File: config.mk
export PLATFORM = sky130hd
export DESIGN_NAME = mscc_divider
export DESIGN_NICKNAME = d
export VERILOG_FILES = /design/src/hw/rtl/mscc_pkg.sv /design/src/hw/rtl/mscc_divider.sv
export VERILOG_INCLUDE_DIRS = /design/src /design/src/hw/rtl
export SDC_FILE = /design/constraint.sdc
export NUM_CORES = 1
export LEC_CHECK = 0
export BUFFER_PORTS_ARGS = -buffer_cell sky130_fd_sc_hd__clkbuf_2
export CORE_MARGIN = 4
export CORE_UTILIZATION = 30
export DETAILED_ROUTE_END_ITERATION = 8
export PLACE_DENSITY = 0.51
export SLEW_MARGIN = 30
export SYNTH_ARGS = -nofsm -noshare
export SYNTH_HDL_FRONTEND = slang
export SYNTH_SLANG_ARGS = --single-unit
File: constraint.sdc
create_clock -name clk_i -period 4.6 [get_ports clk_i]
set_clock_uncertainty 0.05 [all_clocks]
set_input_delay 1.38 -clock clk_i [delete_from_list [all_inputs] [get_ports clk_i]]
set_output_delay 1.38 -clock clk_i [all_outputs]
set_load 0.1 [all_outputs]
File: src/hw/rtl/assert_macros.svh
// Assertion macros shared by the contour cell RTL.
`ifndef ASSERT_MACROS_SVH
`define ASSERT_MACROS_SVH

// Same-cycle implication, clocked on clk_i and disabled in reset.
`define ASSERT_IMPL(lbl, ante, cons, msg) \
  lbl: assert property (@(posedge clk_i) disable iff (!rst_ni) (ante) |-> (cons)) \
    else $error(msg);

// Next-cycle implication, clocked on clk_i and disabled in reset.
`define ASSERT_NEXT(lbl, ante, cons, msg) \
  lbl: assert property (@(posedge clk_i) disable iff (!rst_ni) (ante) |=> (cons)) \
    else $error(msg);

`endif

File: src/hw/rtl/mscc_pkg.sv
// Types, constants and the segment edge table of the contour cell unit.
package mscc_pkg;

  localparam int MAX_WIDTH = 1024;
  localparam int MAX_ROWS  = 1024;
  localparam int FRAC_BITS = 8;

  localparam int SAMPLE_W = 16;
  localparam int ROWLEN_W = 11;
  localparam int COORD_W  = 18;
  localparam int CASE_W   = 4;
  localparam int COL_W    = $clog2(MAX_WIDTH);
  localparam int ROW_W    = $clog2(MAX_ROWS);
  localparam int QUOT_W   = FRAC_BITS + 1;
  localparam int DCNT_W   = $clog2(QUOT_W);
  localparam int CFG_IDX_W = 2;

  localparam logic [ROWLEN_W-1:0] ROW_LEN_RESET = ROWLEN_W'(1024);
  localparam logic [ROWLEN_W-1:0] ROW_LEN_MIN   = ROWLEN_W'(2);

  localparam logic [CASE_W-1:0] CASE_NONE     = 4'd0;
  localparam logic [CASE_W-1:0] CASE_ALL      = 4'd15;
  localparam logic [CASE_W-1:0] CASE_SADDLE_A = 4'd5;
  localparam logic [CASE_W-1:0] CASE_SADDLE_B = 4'd10;

  typedef enum logic [CFG_IDX_W-1:0] {
    CFG_ISO_LEVEL  = 2'd0,
    CFG_ROW_LENGTH = 2'd1
  } cfg_idx_e;

  typedef enum logic [1:0] {
    EDGE_LEFT   = 2'd0,
    EDGE_TOP    = 2'd1,
    EDGE_RIGHT  = 2'd2,
    EDGE_BOTTOM = 2'd3
  } edge_e;

  typedef struct packed {
    logic signed [SAMPLE_W-1:0] sample;
    logic                       frame_start;
  } in_t;

  typedef struct packed {
    logic [COORD_W-1:0] x_start;
    logic [COORD_W-1:0] y_start;
    logic [COORD_W-1:0] x_end;
    logic [COORD_W-1:0] y_end;
    logic [CASE_W-1:0]  cell_case;
    logic               last_of_cell;
  } out_t;

  typedef struct packed {
    logic [CFG_IDX_W-1:0] index;
    logic [SAMPLE_W-1:0]  data;
  } cfg_t;

  typedef struct packed {
    logic                       start;
    logic signed [SAMPLE_W-1:0] a;
    logic signed [SAMPLE_W-1:0] b;
    logic signed [SAMPLE_W-1:0] iso;
  } div_req_t;

  typedef struct packed {
    logic              done;
    logic [QUOT_W-1:0] quot;
  } div_rsp_t;

  // Edge of endpoint j of segment k for a cell case.
  function automatic edge_e seg_edge(input logic [CASE_W-1:0] cs, input logic k,
                                     input logic j);
    edge_e e [4];
    case (cs)
      4'd1:    e = '{EDGE_LEFT, EDGE_BOTTOM, EDGE_LEFT, EDGE_LEFT};
      4'd2:    e = '{EDGE_RIGHT, EDGE_BOTTOM, EDGE_LEFT, EDGE_LEFT};
      4'd3:    e = '{EDGE_LEFT, EDGE_RIGHT, EDGE_LEFT, EDGE_LEFT};
      4'd4:    e = '{EDGE_TOP, EDGE_RIGHT, EDGE_LEFT, EDGE_LEFT};
      4'd5:    e = '{EDGE_LEFT, EDGE_BOTTOM, EDGE_TOP, EDGE_RIGHT};
      4'd6:    e = '{EDGE_TOP, EDGE_BOTTOM, EDGE_LEFT, EDGE_LEFT};
      4'd7:    e = '{EDGE_LEFT, EDGE_TOP, EDGE_LEFT, EDGE_LEFT};
      4'd8:    e = '{EDGE_LEFT, EDGE_TOP, EDGE_LEFT, EDGE_LEFT};
      4'd9:    e = '{EDGE_TOP, EDGE_BOTTOM, EDGE_LEFT, EDGE_LEFT};
      4'd10:   e = '{EDGE_LEFT, EDGE_TOP, EDGE_RIGHT, EDGE_BOTTOM};
      4'd11:   e = '{EDGE_TOP, EDGE_RIGHT, EDGE_LEFT, EDGE_LEFT};
      4'd12:   e = '{EDGE_LEFT, EDGE_RIGHT, EDGE_LEFT, EDGE_LEFT};
      4'd13:   e = '{EDGE_RIGHT, EDGE_BOTTOM, EDGE_LEFT, EDGE_LEFT};
      4'd14:   e = '{EDGE_LEFT, EDGE_BOTTOM, EDGE_LEFT, EDGE_LEFT};
      default: e = '{EDGE_LEFT, EDGE_LEFT, EDGE_LEFT, EDGE_LEFT};
    endcase
    return e[{k, j}];
  endfunction

endpackage

File: src/hw/rtl/mscc_divider.sv
// Iterative radix-2 divider for the endpoint fraction w1 / (w1 + w2).
module mscc_divider (
  input  logic                clk_i,
  input  logic                rst_ni,
  input  mscc_pkg::div_req_t  req_i,
  output mscc_pkg::div_rsp_t  rsp_o
);
  import mscc_pkg::*;

  typedef enum logic [2:0] {
    DV_IDLE = 3'b001,
    DV_SUM  = 3'b010,
    DV_ITER = 3'b100
  } dv_state_e;

  dv_state_e             state_q, state_d;
  logic [SAMPLE_W-1:0]   w1_q, w1_d, w2_q, w2_d;
  logic [SAMPLE_W:0]     den_q, den_d, rem_q, rem_d;
  logic [QUOT_W-1:0]     quot_q, quot_d;
  logic [DCNT_W-1:0]     cnt_q, cnt_d;
  logic                  done_q, done_d;

  logic signed [SAMPLE_W:0] diff_a, diff_b;
  logic [SAMPLE_W:0]        mag_a, mag_b;
  logic [SAMPLE_W+1:0]      trial;
  logic                     in_bit;
  logic                     fits;

  always_comb begin
    diff_a = {req_i.a[SAMPLE_W-1], req_i.a} - {req_i.iso[SAMPLE_W-1], req_i.iso};
    diff_b = {req_i.b[SAMPLE_W-1], req_i.b} - {req_i.iso[SAMPLE_W-1], req_i.iso};
    mag_a  = diff_a[SAMPLE_W] ? (SAMPLE_W+1)'(-diff_a) : diff_a;
    mag_b  = diff_b[SAMPLE_W] ? (SAMPLE_W+1)'(-diff_b) : diff_b;
    // Only the top numerator bit below the preload can be set: w1[0].
    in_bit = (cnt_q == DCNT_W'(QUOT_W - 1)) ? w1_q[0] : 1'b0;
    trial  = {rem_q, in_bit};
    fits   = trial >= {1'b0, den_q};
  end

  always_comb begin
    state_d = state_q;
    w1_d    = w1_q;
    w2_d    = w2_q;
    den_d   = den_q;
    rem_d   = rem_q;
    quot_d  = quot_q;
    cnt_d   = cnt_q;
    done_d  = 1'b0;
    case (state_q)
      DV_IDLE: begin
        if (req_i.start) begin
          w1_d    = mag_a[SAMPLE_W-1:0];
          w2_d    = mag_b[SAMPLE_W-1:0];
          state_d = DV_SUM;
        end
      end
      DV_SUM: begin
        den_d   = {1'b0, w1_q} + {1'b0, w2_q};
        rem_d   = (SAMPLE_W+1)'(w1_q >> 1);
        quot_d  = '0;
        cnt_d   = DCNT_W'(QUOT_W - 1);
        state_d = DV_ITER;
      end
      DV_ITER: begin
        rem_d  = fits ? (SAMPLE_W+1)'(trial - {1'b0, den_q}) : trial[SAMPLE_W:0];
        quot_d = {quot_q[QUOT_W-2:0], fits};
        if (cnt_q == '0) begin
          done_d  = 1'b1;
          state_d = DV_IDLE;
        end else begin
          cnt_d = cnt_q - 1'b1;
        end
      end
      default: state_d = DV_IDLE;
    endcase
  end

  always_ff @(posedge clk_i or negedge rst_ni) begin
    if (!rst_ni) begin
      state_q <= DV_IDLE;
      done_q  <= 1'b0;
      cnt_q   <= '0;
    end else begin
      state_q <= state_d;
      done_q  <= done_d;
      cnt_q   <= cnt_d;
    end
  end

  always_ff @(posedge clk_i) begin
    w1_q   <= w1_d;
    w2_q   <= w2_d;
    den_q  <= den_d;
    rem_q  <= rem_d;
    quot_q <= quot_d;
  end

  // A zero divisor only arises on an uncrossed edge; answer zero there.
  assign rsp_o.done = done_q;
  assign rsp_o.quot = (den_q == '0) ? '0 : quot_q;

  `include "assert_macros.svh"

  `ASSERT_IMPL(a_quot_range, rsp_o.done, rsp_o.quot <= QUOT_W'(1 << FRAC_BITS),
               "fraction above one")
  `ASSERT_NEXT(a_start_no_done, req_i.start && state_q == DV_IDLE, !rsp_o.done, "early done")
  `ASSERT_NEXT(a_done_pulse, rsp_o.done, !rsp_o.done, "done held past one cycle")

endmodule

==> Word-level counts from Yosys, hierarchy flattened <==
Cells that the tools add are included.
{ "word_totals": {"regBits": 83, "inputBits": 51, "output_inout_bits": 10} }
{ "classes": {"add_sub_neg": 7, "n_lt_le_gt_ge": 1, "n_eq_ne": 7, "muxes": 14, "n_reduce_logical": 6} }
{ "ops": {"columns": ["cell", "count"], "rows": [
  ["$pmux 17 s2", 1],
  ["$sub 16x16->17", 2],
  ["$mux 16", 2],
  ["$neg 16->16", 2],
  ["$ge 18x17->1", 1],
  ["$pmux 9 s2", 1],
  ["$add 16x16->17", 1],
  ["$logic_not 17->1", 1],
  ["$mux 17", 1],
  ["$sub 17x17->17", 1],
  ["$mux 9", 1],
  ["$pmux 3 s3", 1],
  ["$pmux 4 s2", 1],
  ["$mux 3", 2],
  ["$ne 2x2->1 const B", 3],
  ["$reduce_and 2->1", 3],
  ["$eq 4x4->1 const B", 1],
  ["$logic_not 4->1", 1],
  ["$mux 4", 1],
  ["$sub 4x1->4 const B", 1],
  ["$eq 3x1->1 const B", 1],
  ["$eq 3x2->1 const B", 1],
  ["$eq 3x3->1 const B", 1],
  ["$mux 1", 3],
  ["$reduce_bool 2->1", 1]
]} }

==> Depth between registers and ports, before layout <==
Gate-level depths: netlist of run 1.
{ "logic_depth": {"depth_word": 5, "depth_mapped": 16, "ltp_nobuf": 14} }

==> Least setup slack after synthesis of run 1 <==
Ideal clock, no wire load.
{ "synth_path": {"path_kind": "input-to-reg", "from": "input req_i[48] (netlist name)", "to": "register w1_q[0] (enable)", "setup_time_ns": 0.503, "t_arrival_ns": 4.526, "setup_slack_ns": -0.479, "stages": 1, "n_path_buf": 0, "path_cell_list": "nor4bb_1"} }
{ "synth_via": {"elab_chain_cells": 1} }
{ "synth_rtl": {"columns": ["element", "line_no", "rtl"], "rows": [
  ["start: declaration", "mscc_divider.sv:5", "input mscc_pkg::div_req_t req_i,"],
  ["$reduce_and 2->1 (no source line)", null, null],
  ["end signal: assignment", "mscc_divider.sv:91", "w1_q <= w1_d;"],
  ["end: declaration", "mscc_divider.sv:17", "logic [SAMPLE_W-1:0] w1_q, w1_d, w2_q, w2_d;"]
]} }
No other way between the ends.
A chain may end at the register's enable or synchronous reset.

==> Final worst setup path of run 1 <==
{ "layout_path": {"from": "input req_i[1] (netlist name)", "to": "register w1_q[15], data pin"} }
{ "layout_via": {"elab_chain_cells": 3} }
{ "layout_rtl": {"columns": ["element", "line_no", "rtl"], "rows": [
  ["$sub 16x16->17 (*)", "mscc_divider.sv:30", "diff_a = {req_i.a[SAMPLE_W-1], req_i.a} - {req_i.iso[SAMPLE_W-1], req_i.iso};"],
  ["$neg 16->16", "mscc_divider.sv:32", "mag_a = diff_a[SAMPLE_W] ? (SAMPLE_W+1)'(-diff_a) : diff_a;"],
  ["$mux 16 (*)", "mscc_divider.sv:32", null],
  ["via mag_a[15]", "mscc_divider.sv:24", "logic [SAMPLE_W:0] mag_a, mag_b;"]
]} }
The timed path passes the listed nets; every way through them passes the cells marked *.

==> flow_metrics.env, run 1 <==
export IMPL_status="complete, no violations"
export IMPL_die_w_microns=158
export IMPL_antenna_found_initial=0
export IMPL_holdBufCountCts=0
export IMPL_cp_end_kind="register"
export IMPL_dpl_cell_area_sq_um=7440
export IMPL_max_slew_margin_pct=44.8
export IMPL_power_density_nw_per_um2=525
export IMPL_synth_warning_count=0
export IMPL_grt_overflow=0
export IMPL_power_leakage_uw=0.00329
export IMPL_finalSetupViolations=0
export IMPL_grt_pass1_vias=5132
export IMPL_fin_crit_ps=4080
export IMPL_clk_latency_ps=330
export IMPL_cts_tree="yes"
export IMPL_ctsResizeCount=0
export IMPL_worstPathArrival_ps=4100
export IMPL_vias=5167
export IMPL_start_util_pct=30.7
export IMPL_path_clk_slew_ps=60
export IMPL_fp_dieArea_sq_um=25000
export IMPL_crit_buf_inv=2
export IMPL_rows=54
export IMPL_via_per_inst=4.85
export IMPL_finalSetupTns_ps=0
export IMPL_drt_iter0_drc=199
export IMPL_clkSinkCount=83
export IMPL_synth_xor_area_share_pct=9.84
export IMPL_grt_start_max_net_pins=33
export IMPL_synth_ff_type="edfxtp_1"
export IMPL_yosys_area_share_simple_pct=15.5
export IMPL_num_antenna_cells=0
export IMPL_synthDistinctLibCells=74
export IMPL_wl_microns=15000
export IMPL_syn_area_per_cell_sq_um=9.47
export IMPL_synth_compound_area_share_pct=17.3
export IMPL_cp_cell_sequence="clkbuf_2 -> inv_1 -> ha_1 -> nor2b_1 -> o21ai_1 -> a21oi_1 -> o311ai_1 -> a21oi_1 -> a311oi_2 -> o2111ai_2 -> o41ai_2 -> xnor2_1"
export IMPL_rsz0062_at_grt="no"
export IMPL_layout_common_cells="75 x edfxtp_1, 68 x ha_1, 67 x inv_1, 60 x clkbuf_2, 53 x xnor2_1"
export IMPL_async_flop_share_pct=9.64
export IMPL_grt_pass1_wl_microns=24900
export IMPL_crit_type="in2reg"
export IMPL_cts_setup_buffers=0
export IMPL_synth_enable_flop_cells=75
export IMPL_dp_slack_ps=199
export IMPL_drive_gt1_share_pct=13.6
export IMPL_dr_pass1_iters=4
export IMPL_power_total_uw=4050
export IMPL_cts_inserted_buffers=9
export IMPL_drv_cap=0
export IMPL_gp_congestion=0.785
export IMPL_peakVddDrop_v=0.000213
export IMPL_critPathMaxFanout=4
export IMPL_layout_nets=904
export IMPL_max_freq_ghz=0.245
export IMPL_clock_path_buffers=2
export IMPL_synth_fa_ha_area_share_pct=13.8
export IMPL_cpMostUsedCell="a21oi_1"
export IMPL_ys_ff_latch=83
export IMPL_syn_area_sq_um=6750
export IMPL_min_delay_path_class="reg2reg"
export IMPL_final_cell_area_sq_um=7710
export IMPL_cts_root_buf="clkbuf_16"
export IMPL_die_h_microns=158
export IMPL_antenna_left=0
export IMPL_start_kind="input pin"
export IMPL_period_share_pct=88.6
export IMPL_grt_total_usage_pct=12.2
export IMPL_yosysSeqAreaShare_pct=36.3
export IMPL_port_buffers=60
export IMPL_core_sq_um=22000
export IMPL_dp_hpwl_microns=12400
export IMPL_wire_per_inst_microns=14.1
export IMPL_syn_num_nets=836
export IMPL_fin_ws_ps=524
export IMPL_synth_top_family_by_area="compound AO/OA/AOI/OAI gates"
export IMPL_cp_required_ps=4630
export IMPL_tightest_slew_ps=824
export IMPL_critPathTopFamily="compound AO/OA/AOI/OAI gates"
export IMPL_synth_area_mux_share_pct=2.58
export IMPL_slew_violations=0
export IMPL_drc=0
export IMPL_hold_viol_final=0
export IMPL_syn2layout_area_growth_pct=14.2
export IMPL_h_tree_depth=3
export IMPL_crit_path_top_delay_cell="o311ai_1"
export IMPL_layout_commonest_cell="edfxtp_1"
export IMPL_syn_inst=713
export IMPL_ioPinCount=61
export IMPL_critical_path_max_stage_delay_ps=520
-- power by group --
part	switching (uW)	internal, uW	total (uW)	leakage, uW
clock network	291	364	654	0.000133
registers	142	1190	1330	0.000795
logic	1230	833	2060	0.00237
total	1660	2380	4050	0.00329
-- flip-flops by register name, indices dropped and copies added, names as in the netlist --
signal   count
cnt_q        4
w1_q        16
w2_q        16
state_q      3
quot_q       9
done_q       1
den_q       17
rem_q       17
-- metal layers --
layer,wire length [microns],part of all wire [%],GRT usage (%),vias up
met5,0,0,0,-
met4,201,1.3,3.13,0
met3,477,3.2,2.13,12
met2,6730,45,19.9,83
met1,7630,51,16.9,2332
li1,-,-,-,2740
-- stage by stage --
stage               utilization (%)  hold WS [ps]  std cells
finish                         35.1           455       1066
global placement               33.9           445       1050
CTS                            35.1           459       1066
global route                   35.1           465       1066
floorplan                         -           420        713
detailed placement             33.9           445       1050
-- final timing paths --
kind / startpoint / to / slack (ps) / cells after the start
worst max register to register: cnt_q[0] / rem_q[8] / 780 / 15
worst min register to register: state_q[0] / state_q[0] / 460 / 2
worst max-delay path: req_i[1] / w1_q[15] / 520 / 12
worst min-delay path: state_q[0] / state_q[0] / 460 / 2
min in group asynchronous: rst_ni / cnt_q[3] / 840 / 1
max in group asynchronous: rst_ni / state_q[0] / 3400 / 1
-- worst min-delay path, delay by kind of cell (launching register included) --
kind             cells  cell delay (ps)
AO/OA/AOI/OAI        1               70
flip-flops           1              390
AND/OR/NAND/NOR      1               50
-- cells in the mapped netlist (3+ instances only) --
| cell | n | area, sq um |
|---|---|---|
| nor2_1 | 51 | 191 |
| a211oi_1 | 3 | 22.5 |
| inv_1 | 67 | 251 |
| mux2i_1 | 14 | 140 |
| ha_1 | 68 | 851 |
| nand3_1 | 15 | 75.1 |
| nand2_1 | 51 | 191 |
| a21o_1 | 8 | 60.1 |
| fa_1 | 4 | 80.1 |
| nor3_1 | 10 | 50.1 |
| a211o_1 | 3 | 26.3 |
| xor2_1 | 21 | 184 |
| o31ai_1 | 6 | 45.0 |
| nand3b_1 | 7 | 52.6 |
| and3_1 | 14 | 87.6 |
| clkbuf_1 | 10 | 37.5 |
| o21a_1 | 11 | 82.6 |
| a21boi_1 | 3 | 22.5 |
| a31oi_1 | 14 | 87.6 |
| nand4_1 | 5 | 31.3 |
| dfrtp_1 | 7 | 175 |
| nor2b_1 | 17 | 106 |
| o2111ai_1 | 3 | 26.3 |
| nor4_1 | 12 | 75.1 |
| xnor2_1 | 53 | 464 |
| and2_1 | 4 | 25.0 |
| a21oi_1 | 48 | 240 |
| o31a_1 | 3 | 26.3 |
| or2_2 | 3 | 18.8 |
| o21ai_1 | 22 | 110 |
| edfxtp_1 | 75 | 2250 |
| o21ai_0 | 25 | 125 |
-- layout make-up --
cell class / count / area, sq um
fill: 2280 / 14200
multi-input combinational: 548 / 4000
sequential: 83 / 2450
timing repair buffer: 71 / 383
tap: 280 / 350
inverter: 68 / 255
clock buffer: 9 / 225
clock inverter: 7 / 43.8
-- logic make-up (layout without fill, tap and decap cells) --
kind of cell / after synthesis / count (layout)
fa+ha+maj: 72 / 72
buf+inv: 82 / 155
xor+xnor: 75 / 75
mux: 17 / 17
simple gates: 206 / 206
compound gates: 178 / 178
flops: 83 / 83
(Power assumes the default switching activity.)
==> run 2: changes to the inputs <==
- RECOVER_POWER: default -> 100
==> flow_metrics.env, run 2 (same netlist as run 1, synthesis figures left out) <==
export IMPL_power_leakage_uw=0.00324
export IMPL_cpMostUsedCell="a21oi_1"
export IMPL_cp_end_kind="register"
export IMPL_dp_cells=1050
export IMPL_wl_microns=15000
export IMPL_ioPinCount=61
export IMPL_fin_crit_ps=4270
export IMPL_cp_required_ps=4630
export IMPL_holdBufCountCts=0
export IMPL_dp_hpwl_microns=12400
export IMPL_slew_violations=60
export IMPL_gp_congestion=0.785
export IMPL_power_density_nw_per_um2=523
export IMPL_status="complete, but fails checks"
export IMPL_grt_pass1_vias=5132
export IMPL_finalSetupTns_ps=0
export IMPL_dr_pass1_iters=4
export IMPL_max_slew_margin_pct=-13.1
export IMPL_cts_inserted_buffers=9
export IMPL_core_sq_um=22000
export IMPL_drc=0
export IMPL_peakVddDrop_v=0.000213
export IMPL_crit_type="in2reg"
export IMPL_grt_total_usage_pct=12.2
export IMPL_ctsResizeCount=0
export IMPL_dp_slack_ps=199
export IMPL_critPathMaxFanout=4
export IMPL_syn2layout_area_growth_pct=13.5
export IMPL_grt_pass1_wl_microns=24900
export IMPL_die_w_microns=158
export IMPL_period_share_pct=92.8
export IMPL_clkSinkCount=83
export IMPL_holdPathStages=2
export IMPL_layout_commonest_cell="edfxtp_1"
export IMPL_min_delay_path_class="reg2reg"
export IMPL_start_util_pct=30.7
export IMPL_antenna_left=0
export IMPL_stdcell_count=1066
export IMPL_finalSetupViolations=0
export IMPL_clock_path_buffers=2
export IMPL_cp_cell_sequence="clkbuf_2 -> inv_1 -> ha_1 -> nor2b_1 -> o21ai_1 -> a21oi_1 -> o311ai_0 -> a21oi_1 -> a311oi_2 -> o2111ai_2 -> o41ai_2 -> xnor2_1"
export IMPL_start_kind="input pin"
export IMPL_path_clk_slew_ps=60
export IMPL_utilization_pct=34.9
export IMPL_critical_path_max_stage_delay_ps=700
export IMPL_drt_iter0_drc=208
export IMPL_power_total_uw=4010
export IMPL_fin_ws_ps=330
export IMPL_max_freq_ghz=0.234
export IMPL_rows=54
export IMPL_die_h_microns=158
export IMPL_num_antenna_cells=0
export IMPL_worstPathArrival_ps=4300
export IMPL_cts_setup_buffers=0
export IMPL_grt_start_max_net_pins=33
export IMPL_reg_top3="den_q: 17 flops, rem_q: 17 flops"
export IMPL_via_per_inst=4.87
export IMPL_hold_viol_final=0
export IMPL_cts_tree="yes"
export IMPL_antenna_found_initial=0
export IMPL_fp_dieArea_sq_um=25000
export IMPL_violations="max-capacitance violations, max-slew violations"
export IMPL_drv_cap=2
export IMPL_tightest_slew_ps=1700
export IMPL_wire_per_inst_microns=14.1
export IMPL_drive_gt1_share_pct=11.2
export IMPL_grt_overflow=0
export IMPL_h_tree_depth=3
export IMPL_vias=5189
export IMPL_cts_root_buf="clkbuf_16"
export IMPL_layout_nets=904
export IMPL_clk_latency_ps=330
export IMPL_port_buffers=60
export IMPL_rr_worst_depth=15
export IMPL_rsz0062_at_grt="no"
export IMPL_layout_common_cells="75 x edfxtp_1, 68 x ha_1, 67 x inv_1, 53 x xnor2_1"
export IMPL_crit_path_top_delay_cell="o311ai_0"
==> run 2: final cells by class <==
| cell class | count | area [sq um] |
|---|---|---|
| inverters | 68 | 255 |
| clock inverters | 7 | 43.8 |
| flip-flops and latches | 83 | 2450 |
| fillers | 2297 | 14300 |
| well taps | 280 | 350 |
| repair buffers | 71 | 355 |
| multi-input cells | 548 | 3980 |
| clock buffers | 9 | 225 |
==> run 2: path summary, 6_finish.rpt <==
check	from	to	slack, ps
max in group asynchronous	rst_ni	state_q[0]	3230
max	req_i[1]	w1_q[15]	330
min	state_q[0]	state_q[0]	450
max reg2reg	cnt_q[0]	rem_q[8]	590
min reg2reg	state_q[0]	state_q[0]	450
min in group asynchronous	rst_ni	cnt_q[3]	920
==> run 2: metrics by stage <==
step	cell area (sq um)	hold slack, ps
after floorplan	6760	420
after global routing	7660	462
final	7660	452
after detailed placement	7440	445
after global placement	7440	445
after CTS	7710	459
==> run 2: critical path, delay by kind of cell <==
kind | cells | cell delay (ps)
AOI/OAI and AO/OA | 7 | 2170
xor gates and xnor gates | 1 | 100
adders and majority gates | 1 | 260
buffers and inverters | 2 | 250
and+or+nand+nor | 1 | 130
==> run 2: routing by layer <==
layer	vias to the layer above	GRT usage, %	share of wire (%)
met1	2336	16.9	50
met4	0	3.13	1.3
met5	-	0	0
met2	96	19.9	45
met3	12	2.13	3.5
li1	2745	-	-
==> run 2: power by group <==
| group | internal, uW | switching [uW] |
|---|---|---|
| Clock | 363 | 290 |
| Sequential | 1190 | 138 |
| Combinational | 807 | 1220 |
| Total | 2370 | 1650 |
==> run 3: changes to the inputs <==
- PLACE_DENSITY: 0.51 -> 0.53
- clock period: 4.6 -> 3.4 ns (I/O delays scaled with it)
==> flow_metrics.env, run 3 (same netlist as run 1, synthesis figures left out) <==
export IMPL_cts_inserted_buffers=9
export IMPL_antenna_found_initial=0
export IMPL_power_density_nw_per_um2=689
export IMPL_multi_input_area_sq_um=4320
export IMPL_reg_top3="den_q: 17 flops, rem_q: 17 flops"
export IMPL_fin_crit_ps=3410
export IMPL_max_slew_margin_pct=58.0
export IMPL_layout_commonest_cell="buf_4"
export IMPL_drt_iter0_drc=159
export IMPL_power_leakage_uw=0.00389
export IMPL_power_total_uw=6220
export IMPL_dr_pass1_iters=4
export IMPL_pwr_share_seq_pct=28.8
export IMPL_status="complete, but fails checks"
export IMPL_die_h_microns=158
export IMPL_grt_start_max_net_pins=33
export IMPL_wl_microns=16000
export IMPL_critical_path_max_stage_delay_ps=390
export IMPL_whs_ps=464
export IMPL_finalSetupViolations=1
export IMPL_layout_common_cells="99 x buf_4, 75 x edfxtp_1, 63 x ha_1, 62 x inv_1, 52 x xnor2_1"
export IMPL_worstPathArrival_ps=3440
export IMPL_critPathMaxFanout=5
export IMPL_fill_cells=2183
export IMPL_die_w_microns=158
export IMPL_p_int_uw=3830
export IMPL_holdPathEnd="state_q[0]"
export IMPL_start_util_pct=30.7
export IMPL_start_kind="input pin"
export IMPL_path_clk_slew_ps=60
export IMPL_antenna_left=0
export IMPL_slew_violations=0
export IMPL_critPathTopFamily="compound AO/OA/AOI/OAI gates"
export IMPL_clk_latency_ps=340
export IMPL_regArea_sq_um=2450
export IMPL_tightest_slew_ps=630
export IMPL_crit_type="in2reg"
export IMPL_via_per_inst=4.74
export IMPL_clkSinkCount=83
export IMPL_drc=0
export IMPL_fp_dieArea_sq_um=25000
export IMPL_crit_buf_inv=2
export IMPL_p_sw_share_pct=38.5
export IMPL_h_tree_depth=3
export IMPL_reg2reg_to="rem_q[6]"
export IMPL_ioPinCount=61
export IMPL_gp_congestion=0.801
export IMPL_switching_power_uw=2400
export IMPL_peakVddDrop_v=0.000321
export IMPL_grt_pass1_vias=5354
export IMPL_utilization_pct=41.2
export IMPL_max_freq_ghz=0.293
export IMPL_min_delay_start="state_q[0]"
export IMPL_vias=5498
export IMPL_holdPathStages=2
export IMPL_grt_total_usage_pct=12.5
export IMPL_rsz0062_at_grt="yes"
export IMPL_rows=54
export IMPL_min_delay_path_class="reg2reg"
export IMPL_num_antenna_cells=0
export IMPL_dp_hpwl_microns=12900
export IMPL_pwr_share_comb_pct=54.3
export IMPL_cts_tree="yes"
export IMPL_crit_path_top_delay_cell="o31a_1"
export IMPL_core_sq_um=22000
export IMPL_rr_worst_depth=15
export IMPL_drive_gt1_share_pct=29.9
export IMPL_holdBufCountCts=0
export IMPL_drv_cap=0
export IMPL_finalSetupTns_ps=-10.7
export IMPL_wire_per_inst_microns=13.8
export IMPL_hold_viol_final=0
export IMPL_layout_nets=998
export IMPL_grt_pass1_wl_microns=25600
export IMPL_fin_ws_ps=-10.7
export IMPL_syn2layout_area_growth_pct=33.9
export IMPL_cp_end_kind="register"
export IMPL_clock_path_buffers=2
export IMPL_rrSetupSlack_ps=90
export IMPL_cp_required_ps=3430
export IMPL_clkPwrFrac_pct=16.9
export IMPL_grt_overflow=0
export IMPL_period_share_pct=100
export IMPL_timing_rr_start="cnt_q[1]"
export IMPL_cp_cell_sequence="clkbuf_2 -> inv_1 -> ha_4 -> a211o_1 -> o31a_1 -> or3_4 -> a31oi_4 -> o2111ai_2 -> o41ai_2 -> xnor2_1"
export IMPL_port_buffers=60
export IMPL_violations="negative setup slack"
export IMPL_cts_root_buf="clkbuf_16"
## run 3: cell count changes in the layout (fill, tap and decap cells not counted), sizes merged
cell and delta:
clkinv -3, inv -2, clkinvlp +2, buf +107, clkbuf -12, bufinv +2
## run 3: worst max path at each step
stage                     startpoint       end  slack (ps)  cells past startpoint
after floorplan            req_i[32]  w1_q[14]         -60                     12
after CTS                  req_i[32]  w1_q[15]           1                     13
after global routing        req_i[2]  w1_q[15]        -190                     12
after global placement     req_i[32]  w1_q[14]        -360                     13
final                       req_i[4]  w1_q[15]         -10                     10
after detailed placement    req_i[1]  w1_q[14]        -400                     12
## run 3: per-layer routing
layer / vias up / global-route usage [%] / share of wire (%)
li1: 2929 / - / -
met1: 2463 / 16.7 / 48
met2: 87 / 21.3 / 48
met3: 19 / 2.08 / 3.2
met4: 0 / 3.01 / 1.4
met5: - / 0 / 0
## run 3: layout make-up
cell class	instances	area share, %
Clock inverter	6	0.983
Tap cell	280	3.88
Inverter	68	3.03
Clock buffer	10	2.64
Sequential cell	83	27.1
Multi-Input combinational cell	548	47.8
Timing Repair Buffer	165	14.5
## run 3: stage by stage
| step | instance area [sq um] | worst slack (ps) | std cells |
|---|---|---|---|
| 5_1_grt | 9040 | -186 | 1160 |
| 6_report | 9040 | -10.7 | 1160 |
| 4_1_cts | 8600 | 1.45 | 1146 |
| 3_3_place_gp | 8260 | -360 | 1130 |
| 3_5_place_dp | 8260 | -404 | 1130 |
| 2_1_floorplan | 6830 | -60.1 | 713 |
## run 3: power by group through the flow
stage	Sequential (uW)	Clock [uW]	Combinational, uW
after floorplan	1730	0	2270
after global placement	1810	0	3100
after detailed placement	1810	0	3130
after CTS	1790	1080	3150
after global routing	1830	1120	3760
final	1790	1050	3380
## run 3: worst register-to-register path: stages, from the launching register on
cell and delay [ps]:
dfrtp_1 390, inv_1 60, ha_2 170, nand4b_1 160, ha_2 240, fa_2 370, nor2b_2 130, o21ai_2 70
a21boi_2 170, o21ai_2 110, a21boi_2 150, o31a_1 170, o41a_1 300, buf_6 200, mux2i_2 240, o21ai_1 70
## run 3: timing repair
action | CTS | global route
buffers inserted | 0 | 12
resized for setup | 4 | 76
setup endpoints to repair | 4 | 45
gates cloned | 0 | 2
pin swaps | 1 | 40
